<file path="src/rtl/rod_pkg.sv">
// ----------------------------------------------------------------------------
// rod_pkg
// Shared types and opcode constants for the RISC-V operand decoder.
// ----------------------------------------------------------------------------
package rod_pkg;

  localparam int unsigned WordW = 32;
  localparam int unsigned HalfW = 16;
  localparam int unsigned RegW  = 5;
  localparam int unsigned ImmW  = 32;
  localparam int unsigned CsrW  = 12;

  // 32-bit major opcodes
  typedef enum logic [6:0] {
    OPC_LUI      = 7'h37,
    OPC_AUIPC    = 7'h17,
    OPC_JAL      = 7'h6f,
    OPC_JALR     = 7'h67,
    OPC_BRANCH   = 7'h63,
    OPC_LOAD     = 7'h03,
    OPC_LOAD_FP  = 7'h07,
    OPC_STORE    = 7'h23,
    OPC_STORE_FP = 7'h27,
    OPC_OP_IMM   = 7'h13,
    OPC_OP_IMM32 = 7'h1b,
    OPC_OP       = 7'h33,
    OPC_OP32     = 7'h3b,
    OPC_AMO      = 7'h2f,
    OPC_FENCE    = 7'h0f,
    OPC_SYSTEM   = 7'h73
  } rod_opc_t;

  // compressed quadrants
  typedef enum logic [1:0] {
    QUAD_0   = 2'b00,
    QUAD_1   = 2'b01,
    QUAD_2   = 2'b10,
    QUAD_32B = 2'b11
  } rod_quad_t;

  localparam logic [RegW-1:0] RegZero = 5'd0;
  localparam logic [RegW-1:0] RegRa   = 5'd1;
  localparam logic [RegW-1:0] RegSp   = 5'd2;

  typedef struct packed {
    logic                   status;
    logic                   compressed;
    logic                   dest_valid;
    logic [RegW-1:0]        dest_reg;
    logic                   src1_valid;
    logic [RegW-1:0]        src1_reg;
    logic                   src2_valid;
    logic [RegW-1:0]        src2_reg;
    logic                   imm_valid;
    logic [ImmW-1:0]        imm_value;
    logic                   csr_valid;
    logic [CsrW-1:0]        csr_number;
  } rod_ops_t;

  localparam rod_ops_t OpsNone = '0;

endpackage

</file>
<file path="src/rtl/rod_dec16.sv">
// ----------------------------------------------------------------------------
// rod_dec16
// Operand field extraction for 16-bit compressed instructions.
// ----------------------------------------------------------------------------
module rod_dec16 (
  input  logic [rod_pkg::HalfW-1:0] half_word,
  output rod_pkg::rod_ops_t         ops,
  output logic                      ok
);
  import rod_pkg::*;

  logic [15:0]     c;
  logic [2:0]      f3;
  logic [1:0]      quad;
  logic [RegW-1:0] rd;
  logic [RegW-1:0] rs2;
  logic [RegW-1:0] rds;
  logic [RegW-1:0] rs1s;
  logic [31:0]     n6;
  logic [31:0]     u6;
  logic [31:0]     wofs;
  logic [31:0]     dofs;

  assign c    = half_word;
  assign f3   = c[15:13];
  assign quad = c[1:0];
  assign rd   = c[11:7];
  assign rs2  = c[6:2];
  assign rds  = {2'b01, c[4:2]};
  assign rs1s = {2'b01, c[9:7]};
  assign n6   = {{26{c[12]}}, c[12], c[6:2]};
  assign u6   = {26'd0, c[12], c[6:2]};
  assign wofs = {25'd0, c[5], c[12:10], c[6], 2'b00};
  assign dofs = {24'd0, c[6:5], c[12:10], 3'b000};

  always_comb begin
    ops = OpsNone;
    ok  = 1'b1;
    ops.compressed = 1'b1;
    unique case (quad)
      QUAD_0: begin
        unique case (f3)
          3'd0: begin
            ops.dest_valid = 1'b1; ops.dest_reg = rds;
            ops.src1_valid = 1'b1; ops.src1_reg = RegSp;
            ops.imm_valid  = 1'b1;
            ops.imm_value  = {22'd0, c[10:7], c[12:11], c[5], c[6], 2'b00};
          end
          3'd1, 3'd2, 3'd3: begin
            ops.dest_valid = 1'b1; ops.dest_reg = rds;
            ops.src1_valid = 1'b1; ops.src1_reg = rs1s;
            ops.imm_valid  = 1'b1;
            ops.imm_value  = (f3 == 3'd2) ? wofs : dofs;
          end
          3'd4: begin
            ok = 1'b0;
          end
          default: begin
            ops.src2_valid = 1'b1; ops.src2_reg = rds;
            ops.src1_valid = 1'b1; ops.src1_reg = rs1s;
            ops.imm_valid  = 1'b1;
            ops.imm_value  = (f3 == 3'd6) ? wofs : dofs;
          end
        endcase
      end
      QUAD_1: begin
        unique case (f3)
          3'd0, 3'd1: begin
            ops.dest_valid = 1'b1; ops.dest_reg = rd;
            ops.src1_valid = 1'b1; ops.src1_reg = rd;
            ops.imm_valid  = 1'b1; ops.imm_value = n6;
          end
          3'd2: begin
            ops.dest_valid = 1'b1; ops.dest_reg = rd;
            ops.src1_valid = 1'b1; ops.src1_reg = RegZero;
            ops.imm_valid  = 1'b1; ops.imm_value = n6;
          end
          3'd3: begin
            ops.dest_valid = 1'b1;
            ops.imm_valid  = 1'b1;
            if (rd == RegSp) begin
              ops.dest_reg   = RegSp;
              ops.src1_valid = 1'b1; ops.src1_reg = RegSp;
              ops.imm_value  = {{23{c[12]}}, c[4:3], c[5], c[2], c[6], 4'd0};
            end else begin
              ops.dest_reg  = rd;
              ops.imm_value = {{15{c[12]}}, c[6:2], 12'd0};
            end
          end
          3'd4: begin
            ops.dest_valid = 1'b1; ops.dest_reg = rs1s;
            ops.src1_valid = 1'b1; ops.src1_reg = rs1s;
            unique case (c[11:10])
              2'd0, 2'd1: begin
                ops.imm_valid = 1'b1; ops.imm_value = u6;
              end
              2'd2: begin
                ops.imm_valid = 1'b1; ops.imm_value = n6;
              end
              default: begin
                ops.src2_valid = 1'b1; ops.src2_reg = rds;
              end
            endcase
          end
          3'd5: begin
            ops.imm_valid = 1'b1;
            ops.imm_value = {{21{c[12]}}, c[8], c[10:9], c[6], c[7], c[2], c[11],
                             c[5:3], 1'b0};
          end
          default: begin
            ops.src1_valid = 1'b1; ops.src1_reg = rs1s;
            ops.src2_valid = 1'b1; ops.src2_reg = RegZero;
            ops.imm_valid  = 1'b1;
            ops.imm_value  = {{24{c[12]}}, c[6:5], c[2], c[11:10], c[4:3], 1'b0};
          end
        endcase
      end
      QUAD_2: begin
        unique case (f3)
          3'd0: begin
            ops.dest_valid = 1'b1; ops.dest_reg = rd;
            ops.src1_valid = 1'b1; ops.src1_reg = rd;
            ops.imm_valid  = 1'b1; ops.imm_value = u6;
          end
          3'd1, 3'd2, 3'd3: begin
            ops.dest_valid = 1'b1; ops.dest_reg = rd;
            ops.src1_valid = 1'b1; ops.src1_reg = RegSp;
            ops.imm_valid  = 1'b1;
            if (f3 == 3'd2) begin
              ops.imm_value = {24'd0, c[3:2], c[12], c[6:4], 2'b00};
            end else begin
              ops.imm_value = {23'd0, c[4:2], c[12], c[6:5], 3'b000};
            end
          end
          3'd4: begin
            priority if (!c[12] && rs2 == RegZero) begin
              ops.src1_valid = 1'b1; ops.src1_reg = rd;
            end else if (!c[12]) begin
              ops.dest_valid = 1'b1; ops.dest_reg = rd;
              ops.src1_valid = 1'b1; ops.src1_reg = RegZero;
              ops.src2_valid = 1'b1; ops.src2_reg = rs2;
            end else if (rd == RegZero && rs2 == RegZero) begin
              ops.status = 1'b0;
            end else if (rs2 == RegZero) begin
              ops.dest_valid = 1'b1; ops.dest_reg = RegRa;
              ops.src1_valid = 1'b1; ops.src1_reg = rd;
            end else begin
              ops.dest_valid = 1'b1; ops.dest_reg = rd;
              ops.src1_valid = 1'b1; ops.src1_reg = rd;
              ops.src2_valid = 1'b1; ops.src2_reg = rs2;
            end
          end
          default: begin
            ops.src2_valid = 1'b1; ops.src2_reg = rs2;
            ops.src1_valid = 1'b1; ops.src1_reg = RegSp;
            ops.imm_valid  = 1'b1;
            if (f3 == 3'd6) begin
              ops.imm_value = {24'd0, c[8:7], c[12:9], 2'b00};
            end else begin
              ops.imm_value = {23'd0, c[9:7], c[12:10], 3'b000};
            end
          end
        endcase
      end
      default: begin
        ok = 1'b0;
      end
    endcase
  end

endmodule

</file>
<file path="src/rtl/rod_dec32.sv">
// ----------------------------------------------------------------------------
// rod_dec32
// Operand field extraction for 32-bit instructions.
// ----------------------------------------------------------------------------
module rod_dec32 (
  input  logic [rod_pkg::WordW-1:0] word,
  output rod_pkg::rod_ops_t         ops,
  output logic                      ok
);
  import rod_pkg::*;

  logic [6:0]      opc;
  logic [2:0]      f3;
  logic [RegW-1:0] rd;
  logic [RegW-1:0] rs1;
  logic [RegW-1:0] rs2;
  logic [31:0]     iimm;
  logic [31:0]     simm;
  logic [31:0]     bimm;
  logic [31:0]     uimm;
  logic [31:0]     jimm;

  assign opc  = word[6:0];
  assign f3   = word[14:12];
  assign rd   = word[11:7];
  assign rs1  = word[19:15];
  assign rs2  = word[24:20];
  assign iimm = {{20{word[31]}}, word[31:20]};
  assign simm = {{20{word[31]}}, word[31:25], word[11:7]};
  assign bimm = {{20{word[31]}}, word[7], word[30:25], word[11:8], 1'b0};
  assign uimm = {word[31:12], 12'd0};
  assign jimm = {{12{word[31]}}, word[19:12], word[20], word[30:21], 1'b0};

  always_comb begin
    ops = OpsNone;
    ok  = 1'b1;
    unique case (opc)
      OPC_LUI, OPC_AUIPC: begin
        ops.dest_valid = 1'b1; ops.dest_reg = rd;
        ops.imm_valid  = 1'b1; ops.imm_value = uimm;
      end
      OPC_JAL: begin
        ops.dest_valid = 1'b1; ops.dest_reg = rd;
        ops.imm_valid  = 1'b1; ops.imm_value = jimm;
      end
      OPC_JALR, OPC_LOAD, OPC_LOAD_FP: begin
        ops.dest_valid = 1'b1; ops.dest_reg = rd;
        ops.src1_valid = 1'b1; ops.src1_reg = rs1;
        ops.imm_valid  = 1'b1; ops.imm_value = iimm;
      end
      OPC_BRANCH: begin
        ops.src1_valid = 1'b1; ops.src1_reg = rs1;
        ops.src2_valid = 1'b1; ops.src2_reg = rs2;
        ops.imm_valid  = 1'b1; ops.imm_value = bimm;
      end
      OPC_STORE, OPC_STORE_FP: begin
        ops.src1_valid = 1'b1; ops.src1_reg = rs1;
        ops.src2_valid = 1'b1; ops.src2_reg = rs2;
        ops.imm_valid  = 1'b1; ops.imm_value = simm;
      end
      OPC_OP_IMM, OPC_OP_IMM32: begin
        ops.dest_valid = 1'b1; ops.dest_reg = rd;
        ops.src1_valid = 1'b1; ops.src1_reg = rs1;
        ops.imm_valid  = 1'b1;
        ops.imm_value  = (f3 == 3'd1 || f3 == 3'd5) ? {26'd0, word[25:20]} : iimm;
      end
      OPC_OP, OPC_OP32, OPC_AMO: begin
        ops.dest_valid = 1'b1; ops.dest_reg = rd;
        ops.src1_valid = 1'b1; ops.src1_reg = rs1;
        ops.src2_valid = 1'b1; ops.src2_reg = rs2;
      end
      OPC_FENCE: begin
        ops.imm_valid = 1'b1; ops.imm_value = iimm;
      end
      OPC_SYSTEM: begin
        if (f3 != 3'd0) begin
          ops.dest_valid = 1'b1; ops.dest_reg = rd;
          ops.csr_valid  = 1'b1; ops.csr_number = word[31:20];
          ops.imm_valid  = 1'b1;
          if (f3 >= 3'd5) begin
            ops.imm_value = {27'd0, rs1};
          end else begin
            ops.src1_valid = 1'b1; ops.src1_reg = rs1;
            ops.imm_value  = {20'd0, word[31:20]};
          end
        end
      end
      default: begin
        ok = 1'b0;
      end
    endcase
  end

endmodule

</file>
<file path="src/rtl/riscv_operand_decoder.sv">
// ----------------------------------------------------------------------------
// riscv_operand_decoder
// Operand field decoder for RV64GC instruction words, one request per cycle unless stalled.
//
//   channel  | valid      | stall      | payload
//   ---------+------------+------------+-------------------------------------
//   request  | in_valid   | in_stall   | instr_word
//   result   | out_valid  | out_stall  | status .. csr_number
//
// one request per cycle sustained while out_stall is low
// each request passes the request register, the decode and then the result register
// reset clears both valid flags; payload registers are not reset
// in_stall rises only when the request register is full and the result is held
// ----------------------------------------------------------------------------
module riscv_operand_decoder (
  input  logic                       clk,
  input  logic                       rst,
  input  logic                       in_valid,
  output logic                       in_stall,
  input  logic [rod_pkg::WordW-1:0]  instr_word,
  output logic                       out_valid,
  input  logic                       out_stall,
  output logic                       status,
  output logic                       is_compressed,
  output logic                       dest_valid,
  output logic [rod_pkg::RegW-1:0]   dest_reg,
  output logic                       src1_valid,
  output logic [rod_pkg::RegW-1:0]   src1_reg,
  output logic                       src2_valid,
  output logic [rod_pkg::RegW-1:0]   src2_reg,
  output logic                       imm_valid,
  output logic signed [rod_pkg::ImmW-1:0] imm_value,
  output logic                       csr_valid,
  output logic [rod_pkg::CsrW-1:0]   csr_number
);
  import rod_pkg::*;

  logic             req_valid;
  logic [WordW-1:0] req_word;
  rod_ops_t         res;
  rod_ops_t         res_next;
  rod_ops_t         ops16;
  rod_ops_t         ops32;
  logic             ok16;
  logic             ok32;
  logic             is16;
  logic             out_free;
  logic             out_load;
  logic             req_ready;

  rod_dec16 u_dec16 (
    .half_word (req_word[HalfW-1:0]),
    .ops       (ops16),
    .ok        (ok16)
  );

  rod_dec32 u_dec32 (
    .word (req_word),
    .ops  (ops32),
    .ok   (ok32)
  );

  assign is16 = (req_word[1:0] != QUAD_32B);

  always_comb begin
    res_next = OpsNone;
    if (is16 ? ok16 : ok32) begin
      res_next = is16 ? ops16 : ops32;
    end else begin
      res_next.status = 1'b1;
    end
  end

  assign out_free  = !out_valid || !out_stall;
  assign out_load  = req_valid && out_free;
  assign req_ready = !req_valid || out_load;
  assign in_stall  = !req_ready;

  always_ff @(posedge clk) begin
    if (rst) begin
      req_valid <= 1'b0;
    end else if (req_ready) begin
      req_valid <= in_valid;
    end
    if (in_valid && req_ready) begin
      req_word <= instr_word;
    end
  end

  always_ff @(posedge clk) begin
    if (rst) begin
      out_valid <= 1'b0;
    end else if (out_free) begin
      out_valid <= req_valid;
    end
    if (out_load) begin
      res <= res_next;
    end
  end

  assign status        = res.status;
  assign is_compressed = res.compressed;
  assign dest_valid    = res.dest_valid;
  assign dest_reg      = res.dest_reg;
  assign src1_valid    = res.src1_valid;
  assign src1_reg      = res.src1_reg;
  assign src2_valid    = res.src2_valid;
  assign src2_reg      = res.src2_reg;
  assign imm_valid     = res.imm_valid;
  assign imm_value     = $signed(res.imm_value);
  assign csr_valid     = res.csr_valid;
  assign csr_number    = res.csr_number;

  a_status_clean : assert property (@(posedge clk) disable iff (rst)
    out_valid && status |-> !is_compressed && !dest_valid && !src1_valid &&
      !src2_valid && !imm_valid && !csr_valid)
    else $error("unrecognized result carries fields");

  a_csr_form : assert property (@(posedge clk) disable iff (rst)
    out_valid && csr_valid |-> imm_valid && dest_valid && !is_compressed)
    else $error("csr result without immediate or destination");

  a_req_hold : assert property (@(posedge clk) disable iff (rst)
    req_valid && !out_free |=> req_valid && $stable(req_word))
    else $error("held request lost or changed");

  a_no_drop : assert property (@(posedge clk) disable iff (rst)
    out_valid && out_stall |=> out_valid && $stable(res))
    else $error("stalled result changed");

  a_absent_zero : assert property (@(posedge clk) disable iff (rst)
    out_valid && !dest_valid |-> dest_reg == RegZero)
    else $error("absent destination not zero");

endmodule
</file>
<file path="config.mk">
export PLATFORM = sky130hd
export DESIGN_NAME = riscv_operand_decoder
export DESIGN_NICKNAME = d
export VERILOG_FILES = /design/src/rtl/rod_pkg.sv /design/src/rtl/rod_dec16.sv /design/src/rtl/rod_dec32.sv /design/src/rtl/riscv_operand_decoder.sv
export SDC_FILE = /design/constraint.sdc
export NUM_CORES = 1
export LEC_CHECK = 0
export BUFFER_PORTS_ARGS = -buffer_cell sky130_fd_sc_hd__buf_2
export CAP_MARGIN = 20
export CORE_MARGIN = 2
export CORE_UTILIZATION = 40
export CTS_CLUSTER_DIAMETER = 80
export CTS_CLUSTER_SIZE = 24
export DETAILED_ROUTE_END_ITERATION = 6
export GPL_TIMING_DRIVEN = 0
export MAX_ROUTING_LAYER = met4
export PLACE_DENSITY_LB_ADDON = 0.15
export SYNTH_ARGS = -nofsm -noshare
export SYNTH_HDL_FRONTEND = slang
export SYNTH_SLANG_ARGS = --single-unit
</file>
<file path="constraint.sdc">
create_clock -name clk -period 5.6 [get_ports clk]
set_input_delay 0.28 -clock clk [delete_from_list [all_inputs] [get_ports clk]]
set_output_delay 0.28 -clock clk [all_outputs]
set_load 0.05 [all_outputs]
</file>
==> implementation parameters, run 1 <==
Parameter                              Value

Final layout
  N_diodes    0
  Layout net count    between 600 and 700
  Final design utilization    between 40% and 50%
  Filler Cells Inserted    1,247
  Area growth, synth to finish    20.93%
  Cell Count, Final, Fillers Out    797
  Fraction of final layout cells with drive strength greater than 1    25.44%

Floorplanning
  Overall die width    ~120 µm
  Vert. Die Dim    approximately 120 µm
  FP Rows    between 40 and 50
  Full die area    0.01426 mm²
  Boundary Pins    ~100
  Initial standard-cell utilization of the core    40.55%
  Area of the placeable core    0.01314 mm²

Drt
  Ratio of routed vias to standard cells    5.826
  First-iteration detailed-routing DRC count    406
  Max layer used    met4
  Routed wire length per instance    22.79 µm
  M1 wire length    8.028 mm
  Final routed DRC violation total    0
  Met2 wire length    8.401 mm
  Wire length reported by the detailed router    18.17 mm
  Detailed-router iteration count before antenna repair    5
  Routed wl met3    1.259 mm
  Total number of vias    4,643
  Remaining antenna violation count    0

CTS
  Latest clock arrival within the worst-skew pair    between 300 and 400 ps
  Cts bufs inserted    9
  Hold buffer count at cts    0
  Bufs on Longest Clock Path    2
  Clock tree sinks    100
  Worst-path clk slew    70 ps
  Post-CTS Repair Setup Buffers    0
  Maximum level of the CTS H-tree    3
  Clk Tree Root Cell    sky130_fd_sc_hd__clkbuf_16
  CTS tree    built
  Number of gates resized after cts    0

Setup path
  Worst flop-to-flop path startpoint    req_word[0]
  Crit path cell chain    ha_1 > clkbuf_1 > nor2b_1 > a221oi_2 > nand2_1 > inv_2 > buf_4 > a21oi_1
  Start point of the critical path    req_word[0]
  Critical Path End Type    flip-flop
  Setup Crit Path Kind    reg2reg
  Highest net fanout along the worst path    10
  Cell family with most CP delay    compound AO/OA/AOI/OAI gates
  Worst path buffer plus inverter count    3
  CP arrival    3070 ps
  Required time of the worst setup path    5680 ps
  Worst-path cell with the longest stage delay    sky130_fd_sc_hd__a221oi_2
  Crit start category    flip-flop
  Largest stage delay on the critical path    690 ps

Global route
  Wire length of the first global-routing pass    between 20 and 30 mm
  Pin count of the biggest net entering global routing    33
  Via count of the first global-routing pass    around 4,400
  All-Layer GR Usage    ~27%
  Remaining Overflow, GRT    0
  Antenna violations before repair    0

Logic synthesis
  Count of synthesis-stage warnings from yosys    0
  Number of library cell types mapped by synthesis    72
  Area fraction of the dominant cell type after synthesis    55.24%
  Number of flops mapped to enable cells by yosys    98
  Synthesized netlist net count    540
  Mapped cell area    0.005328 mm²
  Fraction of registers with async set/reset    0%
  FF+latch count, synth    100
  Most area-hungry cell type in the Yosys netlist    sky130_fd_sc_hd__edfxtp_1
  Number of cells produced by synthesis    499
  Share of synthesized area occupied by flip-flops and latches    55.99%
  Ranking of synthesized cells by area    sky130_fd_sc_hd__edfxtp_1 55%, sky130_fd_sc_hd__nand2_1 3.2%, sky130_fd_sc_hd__a31oi_1 3.1%
  Mean Syn Cell Area    10.68 µm²
  Top flip-flop cell by instance count after synthesis    sky130_fd_sc_hd__edfxtp_1

Timing
  Post-layout minimum cycle time    between 2000 and 3000 ps
  Relative max-transition margin    between 30% and 40%
  Slew at the pin closest to its max-slew limit    903.7 ps
  Number of hold violations in the final report    0
  Clock Skew    10.98 ps
  Share of the cycle needed by the critical path after routing    53.39%
  Setup-failing EPs final    0
  Maximum clock frequency    0.3344 GHz
  RSZ-0062 raised after global routing    no
  Number of pins exceeding their max-slew limit in the final report    0
  Setup TNS Final    0 ps

Placement
  # port buffers    between 100 and 150
  Routability congestion estimate from global placement    0.9601
  DPL Wire Length    13.18 mm
  Dpl cells    781

Power and ir drop
  Power after layout    0.001851 W
  Power density relative to cell area    287.3 mW/mm²
  Static power due to leakage    2.320 nW
  VDD IR-drop max    roughly 0.00013 V

Flow run
  Max-cap violations    0

Hold path
  Worst min-delay path category    in2reg
  Worst Min Path Start    instr_word[15]

Outcome
  Outcome    finished, final reports clean
cell usage after synthesis (3+ instances only):
master                      n
sky130_fd_sc_hd__nand4_1    4
sky130_fd_sc_hd__nor3_1    13
sky130_fd_sc_hd__buf_2     10
sky130_fd_sc_hd__o22ai_1    7
sky130_fd_sc_hd__and3_1     7
sky130_fd_sc_hd__clkbuf_1  26
sky130_fd_sc_hd__and2_1    15
sky130_fd_sc_hd__a211oi_1   3
sky130_fd_sc_hd__a21oi_1   32
sky130_fd_sc_hd__or2_2      4
sky130_fd_sc_hd__a22oi_1    6
sky130_fd_sc_hd__nand2_1   46
sky130_fd_sc_hd__o211ai_1   5
sky130_fd_sc_hd__nor2_1    31
sky130_fd_sc_hd__o21a_1     3
sky130_fd_sc_hd__a31oi_1   26
sky130_fd_sc_hd__nor2b_1    7
sky130_fd_sc_hd__buf_4      6
sky130_fd_sc_hd__nand2b_1   7
sky130_fd_sc_hd__ha_1       5
sky130_fd_sc_hd__a221oi_1   4
sky130_fd_sc_hd__inv_1     13
sky130_fd_sc_hd__a32oi_1    9
sky130_fd_sc_hd__o21ai_0   31
sky130_fd_sc_hd__o31ai_1    6
sky130_fd_sc_hd__nand3_1   10
sky130_fd_sc_hd__a22o_1     3
sky130_fd_sc_hd__edfxtp_1  98
sky130_fd_sc_hd__or3_1      5
worst register-to-register path, delay by kind of cell (launching register included):
family	cells	cell delay, ps
compound gates	2	800
buf+inv	3	710
simple gates	2	480
flops	1	440
fa+ha+maj	1	290
worst paths after layout:
path / slack [ps] / end / cells past startpoint
setup / recovery: 2610 / src1_valid / 8
hold / removal: 80 / req_word[15] / 1
setup reg to reg: 2610 / src1_valid / 8
hold reg to reg: 500 / out_valid / 2
layer usage:
layer	global-route usage, %	vias to the layer above
met5	-	-
met4	10.07	0
met3	3.784	32
met2	40.91	216
met1	36.81	2244
li1	-	2151
where the power goes:
part           internal, W  switching (W)  leakage (nW)
Combinational    0.0000946       0.000264          1.26
Clock             0.000306       0.000292         0.129
Sequential        0.000870      0.0000237         0.927
metrics by stage:
step / setup slack [ps] / hold WS [ps] / cell area, µm²
floorplan: 1476 / 352.4 / 5328
global placement: 266.0 / 457.2 / 6063
detailed placement: 2690 / 458.1 / 6157
CTS: 2693 / 81.81 / 6442
global route: 2525 / 85.21 / 6442
finish: 2610 / 84.20 / 6442
cells by family after synthesis:
group | synth area share [%]
buf+inv | 5.237
fa+ha+maj | 1.174
flops | 55.99
simple gates | 16.23
xor+xnor | 0.1644
compound gates | 21.02
mux | 0.1879
cells in the final DEF (no fill, tap or decap), types with 7 or more instances in the layout:
cell type                   count
sky130_fd_sc_hd__a21oi_1       32
sky130_fd_sc_hd__a31oi_1       26
sky130_fd_sc_hd__a32oi_1        9
sky130_fd_sc_hd__and2_1        15
sky130_fd_sc_hd__and3_1         7
sky130_fd_sc_hd__buf_2        113
sky130_fd_sc_hd__clkbuf_1      26
sky130_fd_sc_hd__clkbuf_16      9
sky130_fd_sc_hd__edfxtp_1      98
sky130_fd_sc_hd__inv_1         13
sky130_fd_sc_hd__nand2_1       46
sky130_fd_sc_hd__nand2b_1       7
sky130_fd_sc_hd__nand3_1       10
sky130_fd_sc_hd__nor2_1        31
sky130_fd_sc_hd__nor3_1        13
sky130_fd_sc_hd__o21ai_0       31
sky130_fd_sc_hd__o22ai_1        7
layout make-up:
cell class	instances	area [µm²]	area share, %
plain buffers	45	219.0	3.399
inverters	16	60.06	0.9322
well taps	176	220.2	3.418
multi-input cells	338	2085	32.36
clock inverters	7	60.06	0.9322
repair buffers	106	590.6	9.167
clock buffers	9	225.2	3.496
flip-flops and latches	100	2983	46.30
Note: power is estimated with default switching activity, not from simulation.
==> run 2: changes to the inputs <==
--- a/config.mk
+++ b/config.mk
@@ -5,6 +5,7 @@
 export SDC_FILE = /design/constraint.sdc
 export NUM_CORES = 1
 export LEC_CHECK = 0
+export ABC_AREA = 1
 export BUFFER_PORTS_ARGS = -buffer_cell sky130_fd_sc_hd__buf_2
 export CAP_MARGIN = 20
 export CORE_MARGIN = 2
==> constraint.sdc (replaced) <==
create_clock -name clk -period 3.1 [get_ports clk]
set_input_delay 0.155 -clock clk [delete_from_list [all_inputs] [get_ports clk]]
set_output_delay 0.155 -clock clk [all_outputs]
set_load 0.05 [all_outputs]
==> run 2 against run 1 <==
Global-route usage is 0.10 points lower; setup slack worse by 2300 ps; largest power group unchanged; design area is 8.3% higher; first-iteration DRC count is 44% higher; flip-flop and latch count stayed put; combinational power is 69% higher; clock-buffer cell count stayed put; via count is 9.6% higher; non-clock buffer count is 9 higher; sequential power is 79% higher; synthesized cell count is 29% higher.
==> implementation parameters, run 2 <==
Parameter                              Value

Floorplanning
  FP Rows    42
  Vert. Die Dim    121.6 µm
  Area of the placeable core    0.01340 mm²
  Initial standard-cell utilization of the core    between 40% and 50%
  Overall die width    ~120 µm
  Full die area    0.01479 mm²
  Boundary Pins    104

Logic synthesis
  Ranking of synthesized cells by area    sky130_fd_sc_hd__edfxtp_1 53%, sky130_fd_sc_hd__nand2_1 10%, sky130_fd_sc_hd__inv_1 5.7%
  Mean Syn Cell Area    8.567 µm²
  Number of library cell types mapped by synthesis    37
  Area fraction of the dominant cell type after synthesis    53.18%
  Number of cells produced by synthesis    646
  Top flip-flop cell by instance count after synthesis    sky130_fd_sc_hd__edfxtp_1
  Number of flops mapped to enable cells by yosys    98
  Fraction of registers with async set/reset    0%
  Share of synthesized area occupied by flip-flops and latches    approximately 54%
  Mapped cell area    0.005534 mm²
  Count of synthesis-stage warnings from yosys    0
  Synthesized netlist net count    687
  FF+latch count, synth    100
  Most area-hungry cell type in the Yosys netlist    sky130_fd_sc_hd__edfxtp_1
  Commonest cells in the synthesized netlist    153 x sky130_fd_sc_hd__nand2_1, 98 x sky130_fd_sc_hd__edfxtp_1, 84 x sky130_fd_sc_hd__inv_1
  Most numerous cell in the Yosys netlist    sky130_fd_sc_hd__nand2_1

Global route
  Pin count of the biggest net entering global routing    34
  Via count of the first global-routing pass    approximately 4,900
  Wire length of the first global-routing pass    28.12 mm
  Antenna violations before repair    0
  All-Layer GR Usage    26.78%
  Remaining Overflow, GRT    0

CTS
  Clk Tree Root Cell    sky130_fd_sc_hd__clkbuf_16
  Number of gates resized after cts    0
  Post-CTS Repair Setup Buffers    0
  Worst-path clk slew    approximately 70 ps
  CTS tree    built
  Cts bufs inserted    9
  Clock tree sinks    100
  Hold buffer count at cts    33
  Maximum level of the CTS H-tree    3
  Latest clock arrival within the worst-skew pair    360 ps
  Bufs on Longest Clock Path    2

Drt
  Final routed DRC violation total    0
  Max layer used    met4
  M1 wire length    8.323 mm
  First-iteration detailed-routing DRC count    586
  Wire length reported by the detailed router    18.48 mm
  Met2 wire length    8.359 mm
  Total number of vias    5,088
  Routed wl met3    1.359 mm
  Remaining antenna violation count    0
  Detailed-router iteration count before antenna repair    5
  Routed wire length per instance    about 19 µm
  Ratio of routed vias to standard cells    5.208

Placement
  # port buffers    103
  Routability congestion estimate from global placement    roughly 0.99
  Dpl cells    928
  DPL Wire Length    14.09 mm

Final layout
  Multi-input combinational cell area    0.002076 mm²
  Fraction of final layout cells with drive strength greater than 1    21.10%
  Final design utilization    a little over half
  Most frequent cells in the layout    153 x sky130_fd_sc_hd__nand2_1, 110 x sky130_fd_sc_hd__buf_2, 98 x sky130_fd_sc_hd__edfxtp_1
  Area growth, synth to finish    26.09%
  Most common cell after layout, fill and taps aside    sky130_fd_sc_hd__nand2_1
  Layout net count    837
  N_diodes    0
  Cell Count, Final, Fillers Out    977
  Filler Cells Inserted    1,294
  Sequential Area    0.002983 mm²

Timing
  Clock Skew    roughly 9.5 ps
  Share of the cycle needed by the critical path after routing    91.21%
  Relative max-transition margin    a little over half
  Maximum clock frequency    between 0.3 and 0.4 GHz
  Post-layout minimum cycle time    2828 ps
  RSZ-0062 raised after global routing    no
  Number of hold violations in the final report    0
  Slew at the pin closest to its max-slew limit    approximately 700 ps
  Setup-failing EPs final    0
  Number of pins exceeding their max-slew limit in the final report    0

Power and ir drop
  Static power due to leakage    3.347 nW
  VDD IR-drop max    0.0003211 V
  Power density relative to cell area    481.6 mW/mm²
  Power after layout    about 0.0034 W

Setup path
  Crit path cell chain    ha_1 > inv_1 > nand2_1 > inv_1 > clkbuf_1 > nand2_1 > a21oi_1 > nor2_1 > nor2_1
  Worst-path cell with the longest stage delay    sky130_fd_sc_hd__clkbuf_1
  Required time of the worst setup path    3320 ps
  Worst path buffer plus inverter count    3
  Cell family with most CP delay    buffers and inverters
  Largest stage delay on the critical path    500 ps
  Setup Crit Path Kind    reg2reg
  CP arrival    3040 ps
  Highest net fanout along the worst path    10
  Crit start category    flip-flop
  Critical Path End Type    flip-flop

Hold path
  Worst min-delay path category    in2reg

Flow run
  Max-cap violations    0

Outcome
  Outcome    finished, final reports clean
## run 2: changes by cell type after synthesis, sizes merged, moves of 15 or more
cell    previous run  this run
nand2             46       159
inv               15        92
nand3             10        62
nor2              31        75
a21oi             33        62
a31oi             26         1
clkbuf            26         6
and2              15         0
## run 2: layout make-up
cell class                      instances  area share (%)
Buffer                                 21           1.972
Clock buffer                            9           3.228
Clock inverter                          7           1.058
Inverter                               93           5.003
Multi-Input combinational cell        432           29.75
Sequential cell                       100           42.75
Tap cell                              176           3.156
Timing Repair Buffer                  139           13.09
## run 2: worst register-to-register path: stages (launching register included)
cell                       delay, ps
sky130_fd_sc_hd__edfxtp_1        450
sky130_fd_sc_hd__ha_1            290
sky130_fd_sc_hd__inv_1           110
sky130_fd_sc_hd__nand2_1         300
sky130_fd_sc_hd__inv_1           330
sky130_fd_sc_hd__clkbuf_1        510
sky130_fd_sc_hd__nand2_1         250
sky130_fd_sc_hd__a21oi_1         280
sky130_fd_sc_hd__nor2_1           90
sky130_fd_sc_hd__nor2_1           80
## run 2: worst paths after layout
kind         slack, ps      endpoint   startpoint  cells past startpoint
max                270  imm_value[1]  req_word[0]                      9
min                 60     req_valid     in_valid                      3
max reg2reg        270  imm_value[1]  req_word[0]                      9
min reg2reg        520     out_valid    out_valid                      2
## run 2: routing by layer
metal / vias up / GRT usage [%]
met3: 31 / 5.384
met4: 0 / 8.621
met1: 2377 / 37.35
li1: 2466 / -
met5: - / -
met2: 214 / 39.40
## run 2: kinds of logic (layout without fill, tap and decap cells)
family,count (synthesis),in the layout,share of synthesized area (%)
simple gates,319,319,25.39
buf+inv,114,269,8.795
compound gates,108,108,10.78
flops,100,100,53.90
fa+ha+maj,5,5,1.130
## run 2: power breakdown
| group | leakage [nW] | switching [W] | total [W] | internal (W) |
|---|---|---|---|---|
| combinational | 2.20 | 0.000428 | 0.000606 | 0.000178 |
| sequential | 1.01 | 0.0000472 | 0.00160 | 0.00156 |
| clock | 0.141 | 0.000521 | 0.00115 | 0.000630 |
| total | 3.35 | 0.000996 | 0.00336 | 0.00236 |
## run 2: per-stage QoR
step / TNS, ps / setup slack, ps / hold WS, ps / cell area (µm²)
floorplan: 0 / 160.8 / 224.1 / 5538
CTS: 0 / 300.7 / 58.17 / 6978
detailed placement: 0 / 326.3 / 333.1 / 6349
finish: 0 / 272.4 / 62.71 / 6978
global route: 0 / 112.6 / 80.76 / 6978
global placement: -11350 / -184.1 / 328.6 / 6274
